===== src/design/vk7bd_pkg.sv =====
// ----------------------------------------------------------------------------
// Viterbi K7 block decoder package
// Shared constants, metric types and the branch label function for the
// 64-state, rate one-half trellis.
// ----------------------------------------------------------------------------
package vk7bd_pkg;

   // Block configuration.
   localparam int SYMBOLS_PER_WORD = 16;
   localparam int METRIC_MAX       = 255;

   // Code and word geometry.
   localparam int NSTATES  = 64;
   localparam int STATE_W  = 6;
   localparam int WORD_W   = 32;
   localparam int DEC_W    = 16;
   localparam int SYM_W    = 2;
   localparam logic [STATE_W:0] GEN_A = 7'h79;
   localparam logic [STATE_W:0] GEN_B = 7'h5B;

   // Derived widths.
   localparam int METRIC_W = $clog2(METRIC_MAX + 1);
   localparam int STAGE_W  = (SYMBOLS_PER_WORD > 1) ? $clog2(SYMBOLS_PER_WORD) : 1;

   // Best-state search: eight metrics are examined per cycle.
   localparam int SRCH_LANES  = 8;
   localparam int SRCH_GROUPS = NSTATES / SRCH_LANES;
   localparam int LANE_W      = $clog2(SRCH_LANES);
   localparam int GRP_W       = $clog2(SRCH_GROUPS);

   typedef logic [METRIC_W-1:0]               metric_type;
   typedef logic [NSTATES-1:0][METRIC_W-1:0]  metric_vec_type;
   typedef logic [NSTATES-1:0]                decision_type;

   // Encoder output pair for a branch leaving predecessor state pred with
   // the given input bit. The upper bit belongs to the first generator.
   function automatic logic [SYM_W-1:0] expected_symbol(input logic [STATE_W-1:0] pred,
                                                        input logic in_bit);
      logic [STATE_W:0] shift_reg;
      shift_reg = {in_bit, pred};
      return {^(shift_reg & GEN_A), ^(shift_reg & GEN_B)};
   endfunction

endpackage


===== src/design/vk7bd_acs_bank.sv =====
// ----------------------------------------------------------------------------
// Add-compare-select bank
// Sixty-four ACS lanes that advance every path metric by one trellis stage
// for one received symbol and report the survivor decision of each state.
// ----------------------------------------------------------------------------
module vk7bd_acs_bank (
   input  logic [vk7bd_pkg::SYM_W-1:0] symbol,
   input  vk7bd_pkg::metric_vec_type   pm,
   output vk7bd_pkg::metric_vec_type   pm_next,
   output vk7bd_pkg::decision_type     decision
);

   localparam logic [vk7bd_pkg::METRIC_W:0] METRIC_SAT =
      (vk7bd_pkg::METRIC_W + 1)'(vk7bd_pkg::METRIC_MAX);

   always_comb begin
      logic [vk7bd_pkg::STATE_W-1:0]  ns;
      logic [vk7bd_pkg::STATE_W-1:0]  p0;
      logic [vk7bd_pkg::STATE_W-1:0]  p1;
      logic [vk7bd_pkg::SYM_W-1:0]    x0;
      logic [vk7bd_pkg::SYM_W-1:0]    x1;
      logic [vk7bd_pkg::METRIC_W:0]   c0;
      logic [vk7bd_pkg::METRIC_W:0]   c1;
      for (int s = 0; s < vk7bd_pkg::NSTATES; s++) begin
         ns = vk7bd_pkg::STATE_W'(s);
         p0 = {ns[vk7bd_pkg::STATE_W-2:0], 1'b0};
         p1 = {ns[vk7bd_pkg::STATE_W-2:0], 1'b1};
         x0 = symbol ^ vk7bd_pkg::expected_symbol(p0, ns[vk7bd_pkg::STATE_W-1]);
         x1 = symbol ^ vk7bd_pkg::expected_symbol(p1, ns[vk7bd_pkg::STATE_W-1]);
         c0 = {1'b0, pm[p0]} + (vk7bd_pkg::METRIC_W + 1)'(x0[1])
                             + (vk7bd_pkg::METRIC_W + 1)'(x0[0]);
         c1 = {1'b0, pm[p1]} + (vk7bd_pkg::METRIC_W + 1)'(x1[1])
                             + (vk7bd_pkg::METRIC_W + 1)'(x1[0]);
         if (c0 > METRIC_SAT) begin
            c0 = METRIC_SAT;
         end
         if (c1 > METRIC_SAT) begin
            c1 = METRIC_SAT;
         end
         // On a tie the even predecessor survives.
         if (c0 <= c1) begin
            pm_next[s]  = c0[vk7bd_pkg::METRIC_W-1:0];
            decision[s] = 1'b0;
         end else begin
            pm_next[s]  = c1[vk7bd_pkg::METRIC_W-1:0];
            decision[s] = 1'b1;
         end
      end
   end

endmodule


===== src/design/viterbi_k7_block_decoder.sv =====
// ----------------------------------------------------------------------------
// Viterbi K7 block decoder
// Hard-decision Viterbi decoder for the K=7, rate one-half code (generators
// 0x79 and 0x5B) that decodes one 32-bit word of sixteen symbols at a time.
// ----------------------------------------------------------------------------
// A word is taken on a rising edge with start high and busy low. It then
// runs an ACS step for each of its sixteen symbols, in which one shared bank
// of 64 ACS lanes advances the trellis by that symbol, then a best-state
// search that looks at eight path metrics per cycle, and sixteen traceback
// steps through the survivor memory, one stage per cycle. Busy stays high
// throughout. In the cycle after the last traceback step rsp_valid is high
// for exactly one cycle with the decoded word on rsp_decoded_bits; the
// receiver cannot stall the block, so it must capture the beat in that cycle.
// Busy is already low in that cycle, so the next word can be started there.
// Each word is decoded on its own: path metrics restart with state zero at 0
// and all others at 255, and nothing is carried between words.
// ----------------------------------------------------------------------------
module viterbi_k7_block_decoder (
   input  logic                         clock,
   input  logic                         reset,
   input  logic                         start,
   output logic                         busy,
   input  logic [vk7bd_pkg::WORD_W-1:0] req_encoded_word,
   output logic                         rsp_valid,
   output logic [vk7bd_pkg::DEC_W-1:0]  rsp_decoded_bits
);

   // Sequencer states, one-hot.
   typedef enum logic [3:0] {
      ST_IDLE  = 4'b0001,
      ST_ACS   = 4'b0010,
      ST_SRCH  = 4'b0100,
      ST_TRACE = 4'b1000
   } seq_state_type;

   localparam logic [vk7bd_pkg::STAGE_W-1:0] LAST_STAGE =
      vk7bd_pkg::STAGE_W'(vk7bd_pkg::SYMBOLS_PER_WORD - 1);
   localparam logic [vk7bd_pkg::GRP_W-1:0] LAST_GRP =
      vk7bd_pkg::GRP_W'(vk7bd_pkg::SRCH_GROUPS - 1);
   localparam vk7bd_pkg::metric_type METRIC_INIT =
      vk7bd_pkg::METRIC_W'(vk7bd_pkg::METRIC_MAX);

   seq_state_type                       state_ff, state_in;
   logic [vk7bd_pkg::WORD_W-1:0]        word_ff, word_in;
   vk7bd_pkg::metric_vec_type           pm_ff, pm_in;
   logic [vk7bd_pkg::STAGE_W-1:0]       stage_ff, stage_in;
   logic [vk7bd_pkg::GRP_W-1:0]         grp_ff, grp_in;
   vk7bd_pkg::metric_type               best_pm_ff, best_pm_in;
   logic [vk7bd_pkg::STATE_W-1:0]       cur_ff, cur_in;
   logic [vk7bd_pkg::DEC_W-1:0]         dec_ff, dec_in;
   logic                                rsp_valid_ff, rsp_valid_in;
   logic [vk7bd_pkg::DEC_W-1:0]         rsp_data_ff, rsp_data_in;

   // Survivor memory: one row of 64 decision bits per trellis stage.
   vk7bd_pkg::decision_type             surv_ff [vk7bd_pkg::SYMBOLS_PER_WORD];

   vk7bd_pkg::metric_vec_type           acs_pm_next;
   vk7bd_pkg::decision_type             acs_decision;

   // Search datapath results.
   vk7bd_pkg::metric_type               lane_best_pm;
   logic [vk7bd_pkg::LANE_W-1:0]        lane_best_idx;
   logic                                srch_take;
   logic                                surv_bit;

   // The shared ACS bank works on the symbol at the top of the word register.
   vk7bd_acs_bank u_acs (
      .symbol   (word_ff[vk7bd_pkg::WORD_W-1 -: vk7bd_pkg::SYM_W]),
      .pm       (pm_ff),
      .pm_next  (acs_pm_next),
      .decision (acs_decision)
   );

   // Best of the eight metrics at the bottom of the metric register. A strict
   // compare keeps the lowest index on ties.
   always_comb begin
      lane_best_pm  = pm_ff[0];
      lane_best_idx = '0;
      for (int i = 1; i < vk7bd_pkg::SRCH_LANES; i++) begin
         if (pm_ff[i] < lane_best_pm) begin
            lane_best_pm  = pm_ff[i];
            lane_best_idx = vk7bd_pkg::LANE_W'(i);
         end
      end
   end

   // Earlier groups hold lower state numbers, so a later group wins only
   // with a strictly smaller metric.
   assign srch_take = (grp_ff == '0) || (lane_best_pm < best_pm_ff);

   // Decision bit of the current state at the current traceback stage.
   assign surv_bit = surv_ff[stage_ff][cur_ff];

   always_comb begin
      state_in     = state_ff;
      word_in      = word_ff;
      pm_in        = pm_ff;
      stage_in     = stage_ff;
      grp_in       = grp_ff;
      best_pm_in   = best_pm_ff;
      cur_in       = cur_ff;
      dec_in       = dec_ff;
      rsp_valid_in = 1'b0;
      rsp_data_in  = rsp_data_ff;
      case (state_ff)
         ST_IDLE: begin
            if (start) begin
               word_in  = req_encoded_word;
               for (int s = 0; s < vk7bd_pkg::NSTATES; s++) begin
                  pm_in[s] = (s == 0) ? '0 : METRIC_INIT;
               end
               stage_in = '0;
               dec_in   = '0;
               state_in = ST_ACS;
            end
         end
         ST_ACS: begin
            pm_in    = acs_pm_next;
            word_in  = {word_ff[vk7bd_pkg::WORD_W-vk7bd_pkg::SYM_W-1:0],
                        {vk7bd_pkg::SYM_W{1'b0}}};
            stage_in = stage_ff + vk7bd_pkg::STAGE_W'(1);
            if (stage_ff == LAST_STAGE) begin
               grp_in   = '0;
               state_in = ST_SRCH;
            end
         end
         ST_SRCH: begin
            // Rotate the metric register so the next group moves to the bottom.
            for (int i = 0; i < vk7bd_pkg::NSTATES; i++) begin
               pm_in[i] = pm_ff[(i + vk7bd_pkg::SRCH_LANES) % vk7bd_pkg::NSTATES];
            end
            if (srch_take) begin
               best_pm_in = lane_best_pm;
               cur_in     = {grp_ff, lane_best_idx};
            end
            grp_in = grp_ff + vk7bd_pkg::GRP_W'(1);
            if (grp_ff == LAST_GRP) begin
               stage_in = LAST_STAGE;
               state_in = ST_TRACE;
            end
         end
         ST_TRACE: begin
            // The decoded bit of a stage is the top bit of the state it enters.
            dec_in   = {dec_ff[vk7bd_pkg::DEC_W-2:0], cur_ff[vk7bd_pkg::STATE_W-1]};
            cur_in   = {cur_ff[vk7bd_pkg::STATE_W-2:0], surv_bit};
            stage_in = stage_ff - vk7bd_pkg::STAGE_W'(1);
            if (stage_ff == '0) begin
               rsp_valid_in = 1'b1;
               rsp_data_in  = dec_in;
               state_in     = ST_IDLE;
            end
         end
         default: begin
            state_in = ST_IDLE;
         end
      endcase
   end

   always_ff @(posedge clock) begin
      if (reset) begin
         state_ff     <= ST_IDLE;
         rsp_valid_ff <= 1'b0;
      end else begin
         state_ff     <= state_in;
         rsp_valid_ff <= rsp_valid_in;
      end
   end

   always_ff @(posedge clock) begin
      word_ff     <= word_in;
      pm_ff       <= pm_in;
      stage_ff    <= stage_in;
      grp_ff      <= grp_in;
      best_pm_ff  <= best_pm_in;
      cur_ff      <= cur_in;
      dec_ff      <= dec_in;
      rsp_data_ff <= rsp_data_in;
   end

   always_ff @(posedge clock) begin
      if (state_ff == ST_ACS) begin
         surv_ff[stage_ff] <= acs_decision;
      end
   end

   assign busy             = (state_ff != ST_IDLE);
   assign rsp_valid        = rsp_valid_ff;
   assign rsp_decoded_bits = rsp_data_ff;

endmodule


===== config.mk =====
export PLATFORM = sky130hd
export DESIGN_NAME = viterbi_k7_block_decoder
export DESIGN_NICKNAME = d
export VERILOG_FILES = /design/src/design/vk7bd_pkg.sv /design/src/design/vk7bd_acs_bank.sv /design/src/design/viterbi_k7_block_decoder.sv
export SDC_FILE = /design/constraint.sdc
export NUM_CORES = 2
export LEC_CHECK = 0
export ABC_CLOCK_PERIOD_IN_PS = 32200
export BUFFER_PORTS_ARGS = -buffer_cell sky130_fd_sc_hd__buf_2
export CORE_ASPECT_RATIO = 0.8
export CORE_MARGIN = 5
export CORE_UTILIZATION = 60
export CTS_BUF_LIST = sky130_fd_sc_hd__clkbuf_8
export DETAILED_ROUTE_END_ITERATION = 10
export PLACE_DENSITY_LB_ADDON = 0.12
export SLEW_MARGIN = 30
export SYNTH_ARGS = -nofsm -noshare
export SYNTH_HDL_FRONTEND = slang
export SYNTH_SLANG_ARGS = --single-unit

===== constraint.sdc =====
create_clock -name clock -period 32.2 [get_ports clock]
set_input_delay 4.83 -clock clock [delete_from_list [all_inputs] [get_ports clock]]
set_output_delay 4.83 -clock clock [all_outputs]
set_load 0.05 [all_outputs]

==> reports/metrics.cfg <==
[critical_path]
crit-reg2reg-launch = pm_ff[2]$_DFFE_PP_
arrival_ns = 18.34
crit_path_top_delay_cell = nor2_1
path_common_cell = a21o_1
path_buf_inv = 6
cp_max_fo = 16
r2r_cells = 72
r2r_slack_ns = 14.54
r2r-end = cur_ff[4]$_DFFE_PP_
crit_type = register to register
cp.required_ns = 32.88
path_delay_family = compound AO/OA/AOI/OAI gates
setup.worst_path.start_class = register
worstSetupEndpointType = register
slowest_delay_ns = 0.67

[drt]
ant_nets = 0
avgRoutedWirePerCell_um = 29.0
first_iter_violations = 12200
vias = 84800
drc_errors = 0
drt-pass1-iter-count = 10
viasPerCell = 6.69
routed_wl_um = 368000

[floorplan]
die_h_um = 389
initial_core_util_pct = 60.3
die_w_um = 484
ios = 53
coreArea_sq_um = 179000
row_count = 139
die_area_sq_um = 189000

[power]
powerDensity_nw_per_um2 = 90.6
p_leak_nw = 44.2
ir_drop_mv = 0.234

[final_layout]
multi_input_area_sq_um = 56800
final_common_cell = edfxtp_1
final_cell_mix = edfxtp_1 (1620), a21oi_1 (885), ha_1 (755), nand2_1 (740), nor2_1 (710)
nNetsFinal = 11000
drive_gt1_share_pct = 11.8
design_area_sq_um = 117000
seq_area_sq_um = 48800
fill_cells = 13800
area_delta_synth_final_pct = 8.36

[yosys]
netlist_instances = 10100
synth_area_sq_um = 108000
synth-seq-area-share_pct = 45.2
syn_area_per_cell_sq_um = 10.7
ys_ff_latch = 1629
ys_types = 88
synth_top_area_share_pct = 45.1
synth_top_cell_by_area = edfxtp_1
synth_edf_count = 1620
synth.area.top_cells = edfxtp_1 (45%), ha_1 (8.7%), mux4_2 (7.1%)
synthArstFlopShare_pct = 0
synth_warnings = 0
synth_ff_type = edfxtp_1

[cts]
cts_tree = built
postCtsHoldBufs = 0
clk_pin_slew_worst_paths_ns = 0.06
numCtsBuffers = 285
cts_resized = 0
clk_latency_ns = 1.06
cts.path.max_buffers = 4
postCtsSetupBuffers = 0
h-tree-depth = 5
root_buffer = clkbuf_8
clock_sinks = 1629

[sta]
fin_crit_ns = 17.66
max_clock_freq_mhz = 56.6
setup_viol = 0
fin_ws_ns = 14.54
skew_ns = 0.121
max_slew.worst_pin.slew_ns = 1.21
min_period_over_period_pct = 54.9
drv_slew = 0
max_slew_margin_pct = 19.2
rsz0062_at_grt = no
setup_tns_ns = 0
hold_viol_final = 0

[min_path]
min_to = rsp_decoded_bits[15]$_DFFE_PP_
hold_path.class = register to register
min_path_cells = 0
min_from = dec_ff[14]$_SDFFCE_PN0P_

[placement]
dp_hpwl_um = 267000
globalplace.congestion = 1.02
placed_cell_area_sq_um = 112000
post-place-ws_ns = 14.76
portBuffers = 52

[grt]
grt_first_pass_wirelength_um = 530000
grt_use_total_pct = 38.0
grt_pass1_vias = 79500
grt_max_degree = 173
gr-total-overflow = 0
antenna_found_initial = 26

[run_status]
status = finished clean

[job]
drv_cap = 0

[flip-flops by register name, indices dropped and copies added (netlist names), named ones only]
name              count
best_pm_ff            8
dec_ff               15
grp_ff                3
word_ff              32
cur_ff                6
stage_ff              4
rsp_decoded_bits     16
state_ff              4
rsp_valid             1
pm_ff               512
surv_ff            1024
[final cells by class]
class                   count  share of cell area [%]
diodes                     11                  0.0235
clock inverters           188                    1.02
repair buffers            216                    1.55
well taps                2397                    2.56
flip-flops and latches   1629                    41.8
clock buffers             290                    3.41
multi-input cells        7587                    48.5
inverters                 365                    1.18
[metal layers]
metal,vias to the layer above,global-route usage (%),wire length (um)
met5,-,0,99
met4,18,15.6,17000
met3,818,12.3,52400
met2,5489,53.3,151000
met1,41200,54.8,147000
li1,37300,-,-
[cells in the mapped netlist, types with 18 or more instances]
master    number
mux4_2       341
nor2_1       726
or3_1         72
mux2i_1      164
o31ai_1      216
and2_1       333
o21a_1       193
nand3_1      472
and3_1       165
or2_2         56
fa_1         142
a21o_1        44
edfxtp_1    1620
clkbuf_1     550
and2_0        18
xor2_1       138
inv_1        363
buf_1         36
ha_1         755
nand4_1      136
a41oi_1       68
nand2b_1     267
mux2_2       123
xnor2_1      125
nor3_1        91
a21oi_1      901
nor2b_1      214
o21ai_0      702
a31oi_1       92
nand2_1      740
[power by group]
part	internal (mW)	total, mW	switching (mW)
registers	2.73	2.95	0.218
logic	2.28	5.81	3.53
clock network	0.949	1.84	0.890
[how the worst max path moves through the flow]
| stage | from | endpoint | cells past startpoint |
|---|---|---|---|
| final | pm_ff[2]$_DFFE_PP_ | cur_ff[4]$_DFFE_PP_ | 72 |
| after global routing | pm_ff[2]$_DFFE_PP_ | best_pm_ff[1]$_DFFE_PP_ | 72 |
| after CTS | pm_ff[10]$_DFFE_PP_ | cur_ff[2]$_DFFE_PP_ | 71 |
| after detailed placement | pm_ff[10]$_DFFE_PP_ | cur_ff[1]$_DFFE_PP_ | 71 |
| after global placement | pm_ff[10]$_DFFE_PP_ | cur_ff[0]$_DFFE_PP_ | 71 |
| after floorplan | start | pm_ff[0]$_DFFE_PP_ | 2 |
[cell families after synthesis]
| logic type | after synthesis | share of synthesized area, % |
|---|---|---|
| adders and majority gates | 902 | 11.4 |
| other | 2 | 0.00696 |
| and+or+nand+nor | 3335 | 15.4 |
| muxes | 628 | 9.92 |
| xor gates and xnor gates | 263 | 2.13 |
| AOI/OAI and AO/OA | 2331 | 12.6 |
| DFF | 1629 | 45.2 |
| buffers and inverters | 960 | 3.36 |
[through the flow]
step | power (mW) | hold slack [ns] | instances | util, %
6_report | 10.6 | 0.428 | 12700 | 65.3
5_1_grt | 11.3 | 0.449 | 12700 | 65.3
4_1_cts | 10.5 | 0.433 | 12700 | 65.2
3_5_place_dp | 8.65 | 0.407 | 12200 | 62.3
3_3_place_gp | 8.53 | 0.414 | 12200 | 62.2
2_1_floorplan | 7.17 | 0.400 | 10200 | -
(Power assumes the default switching activity.)
